**config.mk**
```make
export PLATFORM = sky130hd
export DESIGN_NAME = aards_div
export DESIGN_NICKNAME = d
export VERILOG_FILES = /design/src/design/aards_pkg.sv /design/src/design/aards_div.sv
export SDC_FILE = /design/constraint.sdc
export NUM_CORES = 1
export LEC_CHECK = 0
export CAP_MARGIN = 25
export CORE_UTILIZATION = 56
export CTS_CLUSTER_SIZE = 10
export DETAILED_ROUTE_END_ITERATION = 16
export DONT_BUFFER_PORTS = 1
export PLACE_DENSITY = 0.74
export SETUP_SLACK_MARGIN = 0.4
export SLEW_MARGIN = 5
export SYNTH_ARGS = -nofsm -noshare
export SYNTH_HDL_FRONTEND = slang
export SYNTH_SLANG_ARGS = --single-unit
```
**constraint.sdc**
```tcl
create_clock -name aclk -period 2.3 [get_ports aclk]
set_input_delay 0.345 -clock aclk [delete_from_list [all_inputs] [get_ports aclk]]
set_output_delay 0.345 -clock aclk [all_outputs]
set_load 0.005 [all_outputs]
```
**src/design/aards_pkg.sv**
```systemverilog
// Shared types and constants for the area-averaging RGB downscaler.
package aards_pkg;

    localparam int CFG_W = 9;
    localparam int IDX_W = 2;
    localparam int CH_W = 8;
    localparam int PIX_W = 3 * CH_W;
    localparam int SUM_W = 11;
    localparam int SAMPLE_LIMIT = 5;

    // reciprocal of SAMPLE_LIMIT: (v * DIV5_MUL) >> DIV5_SHIFT equals v / 5 for v < 1024
    localparam int DIV5_MUL = 205;
    localparam int DIV5_SHIFT = 10;

    localparam logic CMD_LOAD = 1'b0;
    localparam logic CMD_READ = 1'b1;

    localparam logic [IDX_W-1:0] REG_SRC_W = 2'd0;
    localparam logic [IDX_W-1:0] REG_SRC_H = 2'd1;
    localparam logic [IDX_W-1:0] REG_DST_W = 2'd2;
    localparam logic [IDX_W-1:0] REG_DST_H = 2'd3;

    typedef struct packed {
        logic busy;
        logic done;
    } div_stat_t;

endpackage

```
**src/design/aards_div.sv**
```systemverilog
// Iterative restoring divider, one quotient bit per cycle.
module aards_div import aards_pkg::*; #(
    parameter int NW = 18,
    parameter int DW = 9
) (
    input  logic          aclk,
    input  logic          aresetn,
    input  logic          start,
    input  logic [NW-1:0] num,
    input  logic [DW-1:0] den,
    output div_stat_t     stat,
    output logic [NW-1:0] quot,
    output logic [DW-1:0] rem
);

    localparam int CNT_W = $clog2(NW + 1);

    logic             busy_reg;
    logic             done_reg;
    logic [CNT_W-1:0] cnt_reg;
    logic [NW-1:0]    quo_reg;
    logic [DW-1:0]    rem_reg;
    logic [DW-1:0]    den_reg;
    logic [DW:0]      shifted;
    logic [DW:0]      diff;
    logic             ge;

    assign shifted = {rem_reg, quo_reg[NW-1]};
    assign ge      = (shifted >= {1'b0, den_reg});
    assign diff    = shifted - {1'b0, den_reg};

    always_ff @(posedge aclk) begin
        if (!aresetn) begin
            busy_reg <= 1'b0;
            done_reg <= 1'b0;
            cnt_reg  <= '0;
        end else begin
            done_reg <= 1'b0;
            if (start) begin
                busy_reg <= 1'b1;
                cnt_reg  <= CNT_W'(NW);
            end else if (busy_reg) begin
                cnt_reg <= cnt_reg - CNT_W'(1);
                if (cnt_reg == CNT_W'(1)) begin
                    busy_reg <= 1'b0;
                    done_reg <= 1'b1;
                end
            end
        end
    end

    always_ff @(posedge aclk) begin
        if (start) begin
            quo_reg <= num;
            rem_reg <= '0;
            den_reg <= den;
        end else if (busy_reg) begin
            quo_reg <= {quo_reg[NW-2:0], ge};
            rem_reg <= ge ? diff[DW-1:0] : shifted[DW-1:0];
        end
    end

    assign stat.busy = busy_reg;
    assign stat.done = done_reg;
    assign quot      = quo_reg;
    assign rem       = rem_reg;

endmodule

```
* After elaboration in Yosys (flattened, before gate mapping)
Cells that the tools add are included.
Cells by class: $add $sub $neg 2, bitwise operators 2, magnitude comparators 1, div/mod/pow operators 0, $mul 0, muxes and demuxes 9, eq/ne operators 1, shift-type cells 0, reductions and logical operators 3
Operators by type and width (number):
- 18-bit 2-to-1 mux | 2
- 10-bit by 9-bit greater-or-equal comparator with 1-bit output | 1
- 5-bit 2-to-1 mux | 2
- 9-bit 2-to-1 mux | 1
- 9-bit subtractor | 1
- 5-bit by 1-bit == test with 1-bit output, second input constant | 1
- 5-bit by 1-bit subtractor with 5-bit output, second input constant | 1
- 1-bit 2-to-1 mux | 4
- 3-bit OR reduction | 1
- 1-bit inverter | 2
- 2-bit nonzero test | 1
- 2-bit OR reduction | 1
Storage, ports and cells: bits in read-only memories 0, word-level logic and storage cells 25, output and inout port bits 29, register bits after elaboration 43, bits in latches 0, memories kept 0, input port bits 30, bits in writable memories 0

* Logic depth before layout (Yosys ltp)
Gate-level depths: netlist (run 1).
depth after elaboration 4, depth in mapped cells 10, depth with buffers taken out 9

* Worst setup path before layout (run 1)
No wires, ideal clock.
kind register to register, start point register quo_reg[17], in the netlist quot[17], end point register rem_reg[6], in the netlist rem[6], path buffers 1, clock period less this slack 2.410 ns, cell stages (with the launch flop) 11, data arrival time 2.273 ns, library setup time 0.137 ns, required time 2.163 ns, slack -0.110 ns, cells stage by stage edfxtp_1 -> inv_1 -> ha_1 -> inv_1 -> fa_1 -> a211oi_2 -> o31ai_2 -> a211oi_4 -> buf_6 -> mux2i_1 -> a211oi_2
On the way: cells in the longest elaborated chain, start to end 2, elaborated cells on any way between the ends 3, classes of those cells add/sub (1); order compare (1); mux (1)
RTL lines:
- from (decl) | line aards_div.sv:21 | logic [NW-1:0] quo_reg;
- from (signal assigned) | line aards_div.sv:54 | quo_reg <= num;
- from (signal assigned) | line aards_div.sv:58 | quo_reg <= {quo_reg[NW-2:0], ge};
- 9-bit subtractor / 10-bit by 9-bit greater-or-equal comparator with 1-bit output (equally long branches) | line aards_div.sv:30, aards_div.sv:29
- 9-bit 2-to-1 mux (*) | line aards_div.sv:59 | rem_reg <= ge ? diff[DW-1:0] : shifted[DW-1:0];
- to (signal assigned) | line aards_div.sv:59
- to (decl) | line aards_div.sv:22 | logic [DW-1:0] rem_reg;
Mark *: on every way between the ends. The rest lies on a longest branch, timed or not. A chain may end at the register's enable or synchronous reset.

* Worst setup path in the final report (run 1)
Ends and elaborated chain as after synthesis.

==> flow_summary_export.csv, run 1 <==
group,metric,value,unit
cts,h-tree-depth,2,
logic_synthesis,syn-cell-area,2200,um2
pwr,leakage,0.954,nW
timing,postLayoutSetupSlackWorst,-0.0530,ns
global_routing,grt_first_pass_wirelength,6.69,mm
timing,setup_viol_count_final,5,
floorplan,fp.coreArea,3720,um2
logic_synthesis,yosysSeqAreaShare,0.514,
cts,cts-root-buf,"clkbuf_8",
layout,diodes,0,
logic_synthesis,avgSynthCellArea,11.8,um2
detailed_routing,first_pass_iters,4,
layout,areaGrowthSynthToFinish,9.32,%
detailed_routing,drt_iter0_drc,138,
place,place_area,2260,um2
logic_synthesis,ys_warn_count,0,
timing,min_period,2.35,ns
pwr,ir_drop,0.534,mV
place,dp.cells,230,
timing,finalHoldViolations,0,
logic_synthesis,synth_seq_cells,43,
layout,final_layout_size_suffix_gt1_frac,0.273,
logic_synthesis,synth_edf_count,27,
logic_synthesis,syn_nets,228,
layout,multiInputGateArea,991,um2
floorplan,die_h,64.7,um
setup_path,arrival,2.53,ns
detailed_routing,met1_length,1.76,mm
cts,cts_buffers,5,
cts,clk_latency,0.30,ns
global_routing,gr-usage-all-layers,0.215,
timing,hold_slack,0.109,ns
cts,cts_hold_buf,0,
logic_synthesis,yosys.area_share.simple,0.101,
detailed_routing,vias,1449,
floorplan,die_area,4180,um2
layout,fin_cells,242,
place,gp_congestion,0.785,
logic_synthesis,synth_top_family_by_area,"compound AO/OA/AOI/OAI gates",
layout,seqCellArea,1130,um2
setup_path,crit_fanout,3,
run_status,status,"finished with violations",
floorplan,die_w,64.7,um
timing,period_share,1.02,
run_status,violations,"negative setup slack",
detailed_routing,routed_wl,4.23,mm
detailed_routing,drc_errors,0,
setup_path,crit_type,"reg -> reg",
global_routing,grt_pass1_vias,1389,
layout,largest_reg_flops,18,
logic_synthesis,yosysUniqueCellTypes,43,
worst_hold_path,hold_class,"in -> reg",
global_routing,grt_max_degree,36,
floorplan,initial_core_util,0.592,
cts,clkTransAtPathRegs,0.08,ns
detailed_routing,vias_per_cell,5.99,
cts,clockBufferDepth,2,
timing,rsz0062_at_grt,"true",
logic_synthesis,yosys.area_share.adder,0.0716,
detailed_routing,highest_layer,"met4",
place,dp_hpwl,3.03,mm
timing,slew_viol_final,0,
logic_synthesis,synth_compound_area_frac,0.116,
floorplan,io_pins,59,
job,maxCapViolCount,0,
layout,nets,235,
place,dp_worst_setup_slack,-0.0260,ns
timing,tightest_slew,0.707,ns
layout,fillCellCount,303,
detailed_routing,routed-wl-met3,305,um
setup_path,worstPathRequired,2.48,ns
setup_path,critPathCaptureType,"register",
detailed_routing,wire_per_inst,17.5,um
floorplan,rows,22,
detailed_routing,wl_met2,2.11,mm
timing,max_freq,425,MHz
logic_synthesis,syn_inst,186,
layout,final_area,2410,um2
logic_synthesis,synthMuxAreaShare,0.105,
cts,cts_tree,"yes",
logic_synthesis,synth_ff_type,"edfxtp_1",
pwr,power,1.84,mW
global_routing,antenna_found_initial,0,
timing,skew,0.00534,ns
global_routing,overflow,0,
logic_synthesis,synthArstFlopShare,0,
pwr,p_per_area,763,nW/um2
place,numPortBuffers,0,
setup_path,critPathLaunchType,"register",
logic_synthesis,synthXorXnorAreaFrac,0.0398,
cts,cts.sinks,43,
detailed_routing,route.antenna.remaining_nets,0,
timing,max-slew-margin-rel,0.528,
-- worst max-delay path, cell delays in order, from the launching register on --
cell,delay (ns)
edfxtp_1,0.38
inv_1,0.07
ha_2,0.19
inv_2,0.04
fa_2,0.36
a211oi_4,0.27
o31ai_4,0.12
a211oi_4,0.30
buf_4,0.19
mux2i_2,0.22
a211oi_2,0.09
-- placed cells by master, fill, tap and decap left out, types with 4 or more instances in the layout --
cell type / count
edfxtp_1: 27
mux2_2: 17
dfxtp_1: 16
inv_1: 14
nor2_1: 14
ha_1: 10
nand2_1: 9
buf_4: 8
xor2_1: 5
xnor2_1: 5
clkbuf_8: 5
a21oi_1: 4
nand4_1: 4
nor3_1: 4
-- metal layers --
| layer | up-vias | GRT usage |
|---|---|---|
| met2 | 49 | 0.346 |
| met3 | 6 | 0.0933 |
| met5 | - | 0 |
| met4 | 0 | 0.0833 |
| met1 | 709 | 0.253 |
| li1 | 685 | - |
-- repair_timing --
action                     4_1_cts  5_1_grt
setup endpoints to repair       10       10
pin swaps                        0        1
buffers inserted                 0        4
gates resized for setup          1        7
-- cells in the mapped netlist, types with 3 or more instances --
cell type	number	share of area
a21o_1	3	0.010
xor2_1	5	0.020
edfxtp_1	27	0.37
ha_1	11	0.063
clkbuf_1	5	0.0085
inv_1	15	0.026
o21ai_0	3	0.0068
mux2_2	17	0.087
nor2_1	14	0.024
nand2_1	9	0.015
a311oi_1	3	0.012
a211oi_1	3	0.010
nand3_1	3	0.0068
mux2i_1	4	0.018
nand4_1	4	0.011
nor3_1	4	0.0091
dfxtp_1	16	0.15
xnor2_1	5	0.020
a21oi_1	5	0.011
-- kinds of logic after synthesis --
kind of cell	count (synthesis)
flip-flops	43
AO/OA/AOI/OAI	31
adder cells (fa/ha/maj)	12
XOR/XNOR	10
AND/OR/NAND/NOR	44
multiplexers	21
buffers and inverters	25
-- stage by stage --
step	utilization	setup TNS [ns]
2_1_floorplan	-	-0.0616
3_3_place_gp	0.609	0
3_5_place_dp	0.609	-0.0359
4_1_cts	0.633	-0.0782
5_1_grt	0.647	-1.22
6_report	0.647	-0.157
-- path summary, 6_finish.rpt --
kind         depth (start not counted)                  end                 from  slack, ns
max                                 10  rem[6]$_SDFFE_PP0P_   quot[17]$_DFFE_PP_      -0.05
min                                  1  rem[0]$_SDFFE_PP0P_                start       0.11
max reg2reg                         10  rem[6]$_SDFFE_PP0P_   quot[17]$_DFFE_PP_      -0.05
min reg2reg                          2  rem[7]$_SDFFE_PP0P_  rem[7]$_SDFFE_PP0P_       0.55
-- where the power goes --
part | total [mW] | switching, mW | internal [mW]
sequential | 0.960 | 0.0571 | 0.903
clock | 0.466 | 0.254 | 0.212
combinational | 0.410 | 0.209 | 0.201
-- cell type report --
cell class / count / area share
inverters: 15 / 0.0234
clock buffers: 6 / 0.0302
clock inverters: 2 / 0.00520
repair buffers: 10 / 0.0343
well taps: 48 / 0.0250
multi-input cells: 118 / 0.412
flip-flops and latches: 43 / 0.470
(Power assumes the default switching activity.)
==> run 2: changes to the inputs <==
--- a/config.mk
+++ b/config.mk
@@ -10,7 +10,9 @@
 export CTS_CLUSTER_SIZE = 10
 export DETAILED_ROUTE_END_ITERATION = 16
 export DONT_BUFFER_PORTS = 1
+export GPL_TIMING_DRIVEN = 0
 export PLACE_DENSITY = 0.74
+export RECOVER_POWER = 50
 export SETUP_SLACK_MARGIN = 0.4
 export SLEW_MARGIN = 5
 export SYNTH_ARGS = -nofsm -noshare
==> run 2 against run 1 <==
Net effect: the run still ends with negative setup slack left; first-iteration DRC count shrank 75%; die area unchanged; sequential share of layout area decreased by 1.3 points; largest cell class unchanged; largest power group unchanged.
==> flow_summary_export.csv, run 2 (synthesis results as in run 1) <==
group,metric,value,unit
detailed_routing,vias,1469,
setup_path,critPathCaptureType,"register",
cts,cts_tree,"yes",
timing,finalSetupTns,-1.03,ns
timing,max-slew-margin-rel,0.520,
pwr,pwr-share-comb,0.219,
floorplan,initial_core_util,0.592,
floorplan,die_w,64.7,um
floorplan,fp.coreArea,3720,um2
detailed_routing,wire_per_inst,18.4,um
global_routing,grt_first_pass_wirelength,7.11,mm
setup_path,crit_fanout,7,
pwr,swShare,0.282,
timing,finalHoldViolations,0,
worst_hold_path,hold_class,"in -> reg",
pwr,power.switching,0.563,mW
global_routing,grt_pass1_vias,1455,
run_status,status,"finished with violations",
cts,clkTransAtPathRegs,0.08,ns
place,dp_hpwl,3.19,mm
layout,nets,242,
place,numPortBuffers,0,
layout,fillCellCount,281,
cts,cts-root-buf,"clkbuf_8",
pwr,power,2.00,mW
detailed_routing,routed_wl,4.58,mm
timing,rsz0062_at_grt,"true",
setup_path,crit_type,"reg -> reg",
layout,areaGrowthSynthToFinish,12.5,%
cts,clk_latency,0.31,ns
cts,clockBufferDepth,2,
layout,final_cell_mix,"27 x edfxtp_1, 16 x mux2_2, 16 x dfxtp_1, 14 x inv_1, 14 x nor2_1",
timing,hold_slack,0.133,ns
timing,tightest_slew,0.718,ns
global_routing,grt_max_degree,19,
setup_path,arrival,2.62,ns
cts,h-tree-depth,2,
timing,setup_viol_count_final,10,
pwr,p_per_area,807,nW/um2
run_status,violations,"negative setup slack",
layout,multiInputGateArea,1000,um2
timing,max_freq,408,MHz
cts,cts.sinks,43,
timing,postLayoutSetupSlackWorst,-0.152,ns
timing,period_share,1.07,
detailed_routing,first_pass_iters,4,
timing,slew_viol_final,0,
global_routing,gr-usage-all-layers,0.235,
global_routing,overflow,0,
layout,final_layout_size_suffix_gt1_frac,0.269,
job,maxCapViolCount,0,
floorplan,io_pins,59,
layout,layout_commonest_cell,"edfxtp_1",
timing,min_period,2.45,ns
pwr,ir_drop,0.483,mV
setup_path,critPathLaunchType,"register",
cts,cts_hold_buf,0,
floorplan,rows,22,
detailed_routing,drt_iter0_drc,34,
floorplan,die_area,4180,um2
floorplan,die_h,64.7,um
place,gp_congestion,0.860,
detailed_routing,vias_per_cell,5.90,
cts,cts_buffers,5,
layout,seqCellArea,1130,um2
pwr,cellInternalPower,1.44,mW
detailed_routing,drc_errors,0,
setup_path,worstPathRequired,2.47,ns
pwr,p_clk_frac,0.299,
global_routing,antenna_found_initial,0,
layout,diodes,0,
pwr,leakage,0.991,nW
layout,largest_reg_flops,18,
pwr,power_frac_seq,0.482,
timing,skew,0.0187,ns
detailed_routing,route.antenna.remaining_nets,0,
## run 2: metal layers
metal  GRT usage  wire, um  vias up
met1       0.259      1730      691
met4       0.108        74        0
met5           0         0        -
li1            -         -      702
met3      0.0915       418        9
met2       0.397      2360       67
## run 2: critical path: stages, from the launching register on
cell	delay (ns)
edfxtp_1	0.46
inv_1	0.10
ha_2	0.18
inv_2	0.04
fa_2	0.36
a211oi_4	0.28
o31ai_4	0.10
a211oi_4	0.29
buf_6	0.19
mux2i_4	0.24
a211oi_2	0.09
## run 2: power by group through the flow
| stage | Sequential (mW) | Combinational (mW) | Clock [mW] |
|---|---|---|---|
| after floorplan | 0.961 | 0.308 | 0 |
| after global placement | 0.979 | 0.351 | 0 |
| after detailed placement | 0.981 | 0.367 | 0 |
| after CTS | 0.965 | 0.414 | 0.603 |
| after global routing | 0.974 | 0.471 | 0.631 |
| final | 0.964 | 0.437 | 0.598 |
## run 2: what timing repair did
item	in CTS	in global routing
endpoints found under the setup margin	10	10
setup buffers	6	1
hold endpoints to repair	0	0
gates resized for setup	7	3
pin swaps	11	5
## run 2: final cells by class
class,count,share of cell area
multi-input cells,118,0.404
inverters,15,0.0227
well taps,48,0.0243
plain buffers,10,0.0243
flip-flops and latches,43,0.457
repair buffers,7,0.0227
clock buffers,5,0.0278
clock inverters,3,0.0177
## run 2: final timing paths
check | depth (start not counted) | from | to | slack, ns
worst min register to register | 2 | rem[7]$_SDFFE_PP0P_ | rem[7]$_SDFFE_PP0P_ | 0.55
worst max register to register | 10 | quot[17]$_DFFE_PP_ | rem[6]$_SDFFE_PP0P_ | -0.15
worst min-delay path | 0 | den[7] | den_reg[7]$_DFFE_PP_ | 0.13
worst max-delay path | 10 | quot[17]$_DFFE_PP_ | rem[6]$_SDFFE_PP0P_ | -0.15
## run 2: metrics by stage
stage	util	instances	setup slack [ns]	instance area [um2]
after global placement	0.613	234	-0.285	2280
final	0.666	249	-0.152	2480
after detailed placement	0.613	234	-0.363	2280
after floorplan	-	186	-0.0561	2220
after CTS	0.661	248	-0.222	2460
after global routing	0.666	249	-0.254	2480
==> run 3: changes to the inputs <==
--- a/config.mk
+++ b/config.mk
@@ -5,6 +5,7 @@
 export SDC_FILE = /design/constraint.sdc
 export NUM_CORES = 1
 export LEC_CHECK = 0
+export ABC_AREA = 1
 export CAP_MARGIN = 25
 export CORE_UTILIZATION = 56
 export CTS_CLUSTER_SIZE = 10
@@ -12,7 +13,7 @@
 export DONT_BUFFER_PORTS = 1
 export GPL_TIMING_DRIVEN = 0
 export PLACE_DENSITY = 0.74
-export RECOVER_POWER = 50
+export RECOVER_POWER = 25
 export SETUP_SLACK_MARGIN = 0.4
 export SLEW_MARGIN = 5
 export SYNTH_ARGS = -nofsm -noshare
==> run 3 against run 2 <==
Net effect: the run now ends clean; final cell count up 36%; non-clock buffer count unchanged; largest cell class unchanged; critical path depth up 1; first-iteration DRC count rose to 3.3 times the previous value; largest power group unchanged; clock skew down 0.0078 ns; critical endpoint is now quot[0]$_DFFE_PP_; register-to-register slack better by 0.56 ns.
==> flow_summary_export.csv, run 3 <==
group,metric,value,unit
run_status,status,"finished, final reports clean",
place,dp_worst_setup_slack,0.287,ns
pwr,ir_drop,0.452,mV
logic_synthesis,avgSynthCellArea,8.29,um2
layout,areaGrowthSynthToFinish,11.5,%
global_routing,use_met2,0.352,
place,dp_hpwl,3.16,mm
floorplan,fp.coreArea,3770,um2
setup_path,arrival,1.94,ns
floorplan,io_pins,59,
global_routing,grt_pass1_vias,1637,
logic_synthesis,syn_nets,317,
timing,finalHoldViolations,0,
layout,layout_commonest_cell,"nand2_1",
global_routing,overflow,0,
setup_path,cp_cell_sequence,"inv_2 -> ha_4 -> inv_2 -> fa_2 -> nand2_2 -> nand2_2 -> nand3_2 -> nand2_2 -> nand2_4 -> buf_6 -> a31oi_1",
timing,tightest_slew,0.728,ns
global_routing,grt_max_degree,20,
pwr,p_per_area,695,nW/um2
layout,final_cell_mix,"112 x nand2_1, 28 x inv_1, 27 x edfxtp_1, 18 x nand3_1, 16 x dfxtp_1",
setup_path,critPathCaptureType,"register",
floorplan,rows,22,
global_routing,met3_usage,0.0776,
logic_synthesis,syn-cell-area,2280,um2
detailed_routing,wire_per_inst,14.0,um
cts,clk_latency,0.31,ns
cts,cts.sinks,43,
timing,max_freq,530,MHz
cts,cts-root-buf,"clkbuf_8",
layout,final_layout_size_suffix_gt1_frac,0.120,
detailed_routing,routed_wl,4.73,mm
setup_path,worstPathRequired,2.35,ns
logic_synthesis,ys_warn_count,0,
setup_path,path_delay_family,"adder cells",
timing,finalSetupTns,0,ns
logic_synthesis,synth.top_cells.by_count,"113 x nand2_1, 30 x inv_1, 27 x edfxtp_1",
worst_hold_path,hold_class,"in -> reg",
detailed_routing,drc_errors,0,
detailed_routing,route.antenna.remaining_nets,0,
layout,diodes,0,
logic_synthesis,yosysMostFrequentCell,"nand2_1",
global_routing,grt.busiest_layer,"met2",
global_routing,grt_first_pass_wirelength,7.55,mm
detailed_routing,first_pass_iters,5,
place,dp.cells,323,
layout,final_util,0.674,
floorplan,die_area,4330,um2
setup_path,critPathSlowestCell,"edfxtp_1",
timing,min_period,1.89,ns
logic_synthesis,synthArstFlopShare,0,
cts,clockBufferDepth,2,
global_routing,grt.met1_usage,0.318,
detailed_routing,vias_per_cell,5.38,
cts,cts_hold_buf,0,
setup_path,slowest_delay,0.45,ns
logic_synthesis,synthTopCellsByArea,"edfxtp_1 36%, nand2_1 19%, dfxtp_1 14%",
logic_synthesis,yosysUniqueCellTypes,28,
cts,clkTransAtPathRegs,0.09,ns
setup_path,critPathBufInv,3,
logic_synthesis,synth_ff_type,"edfxtp_1",
global_routing,antenna_found_initial,0,
detailed_routing,vias,1825,
timing,skew,0.0109,ns
setup_path,crit_type,"reg -> reg",
logic_synthesis,synth_edf_count,27,
setup_path,cpMostUsedCell,"nand2_2",
logic_synthesis,synth_top_area_cell,"edfxtp_1",
layout,largest_reg_flops,18,
setup_path,critPathLaunchType,"register",
floorplan,initial_core_util,0.605,
timing,hold_slack,0.127,ns
timing,setup_viol_count_final,0,
timing,rsz0062_at_grt,"true",
detailed_routing,drt_iter0_drc,113,
pwr,power,1.77,mW
timing,max-slew-margin-rel,0.514,
logic_synthesis,synth_seq_cells,43,
timing,postLayoutSetupSlackWorst,0.412,ns
cts,h-tree-depth,2,
logic_synthesis,syn_inst,275,
global_routing,gr-usage-all-layers,0.238,
logic_synthesis,yosysSeqAreaShare,0.496,
place,numPortBuffers,0,
pwr,leakage,1.28,nW
timing,slew_viol_final,0,
job,maxCapViolCount,0,
layout,final_area,2540,um2
layout,fin_cells,339,
timing,period_share,0.821,
logic_synthesis,yosys.area.top_type_share,0.355,
layout,nets,332,
setup_path,crit_fanout,5,
floorplan,die_w,65.8,um
place,place_area,2340,um2
cts,cts_buffers,5,
place,gp_congestion,0.866,
cts,cts_tree,"yes",
floorplan,die_h,65.8,um
run 3: cell count changes after synthesis, moves of 4 or more:
cell	delta
nand2_1	+104
mux2_2	-17
inv_1	+15
nand3_1	+15
nand3b_1	+9
mux2i_1	-4
nand2_2	+4
nand4_1	-4
run 3: layer usage:
metal,vias to the layer above,part of all wire
met5,-,0
met4,0,0.029
met3,14,0.081
met2,79,0.44
met1,825,0.45
li1,907,-
run 3: worst paths after layout:
path	startpoint	end	slack, ns	cells after the start
min	den[4]	den_reg[4]$_DFFE_PP_	0.13	0
max	quot[17]$_DFFE_PP_	quot[0]$_DFFE_PP_	0.41	11
max reg2reg	quot[17]$_DFFE_PP_	quot[0]$_DFFE_PP_	0.41	11
min reg2reg	cnt_reg[4]$_SDFFE_PN0P_	cnt_reg[4]$_SDFFE_PN0P_	0.48	2
run 3: final cells by class:
type | instances | area (um2)
plain buffers | 9 | 52.6
clock buffers | 5 | 68.8
clock inverters | 3 | 43.8
fillers | 298 | 1230
inverters | 33 | 124
multi-input cells | 190 | 998
flip-flops and latches | 43 | 1130
well taps | 48 | 60.1
repair buffers | 8 | 63.8
run 3: power breakdown:
group          switching, mW  total (mW)  internal, mW
clock                  0.281       0.605         0.324
sequential            0.0418       0.929         0.888
combinational          0.140       0.234        0.0941
total                  0.462        1.77          1.31
run 3: worst reg2reg max path, stage by stage (launching register included):
cell,delay (ns)
edfxtp_1,0.45
inv_2,0.11
ha_4,0.13
inv_2,0.04
fa_2,0.34
nand2_2,0.07
nand2_2,0.06
nand3_2,0.08
nand2_2,0.07
nand2_4,0.09
buf_6,0.13
a31oi_1,0.07
run 3: cells by family (layout without fill, tap and decap cells):
| logic type | count (synthesis) | count (layout) | synth area share |
|---|---|---|---|
| AOI/OAI and AO/OA | 9 | 9 | 0.0236 |
| xor gates and xnor gates | 4 | 4 | 0.0154 |
| adders and majority gates | 12 | 12 | 0.0691 |
| buffers and inverters | 42 | 58 | 0.0784 |
| DFF | 43 | 43 | 0.496 |
| and+or+nand+nor | 165 | 165 | 0.318 |
run 3: what timing repair did:
action,CTS,global route
pin swaps,3,13
gates cloned,1,0
buffers inserted,4,3
setup endpoints to repair,10,10
resized for setup,9,1
endpoints found under the hold margin,0,0
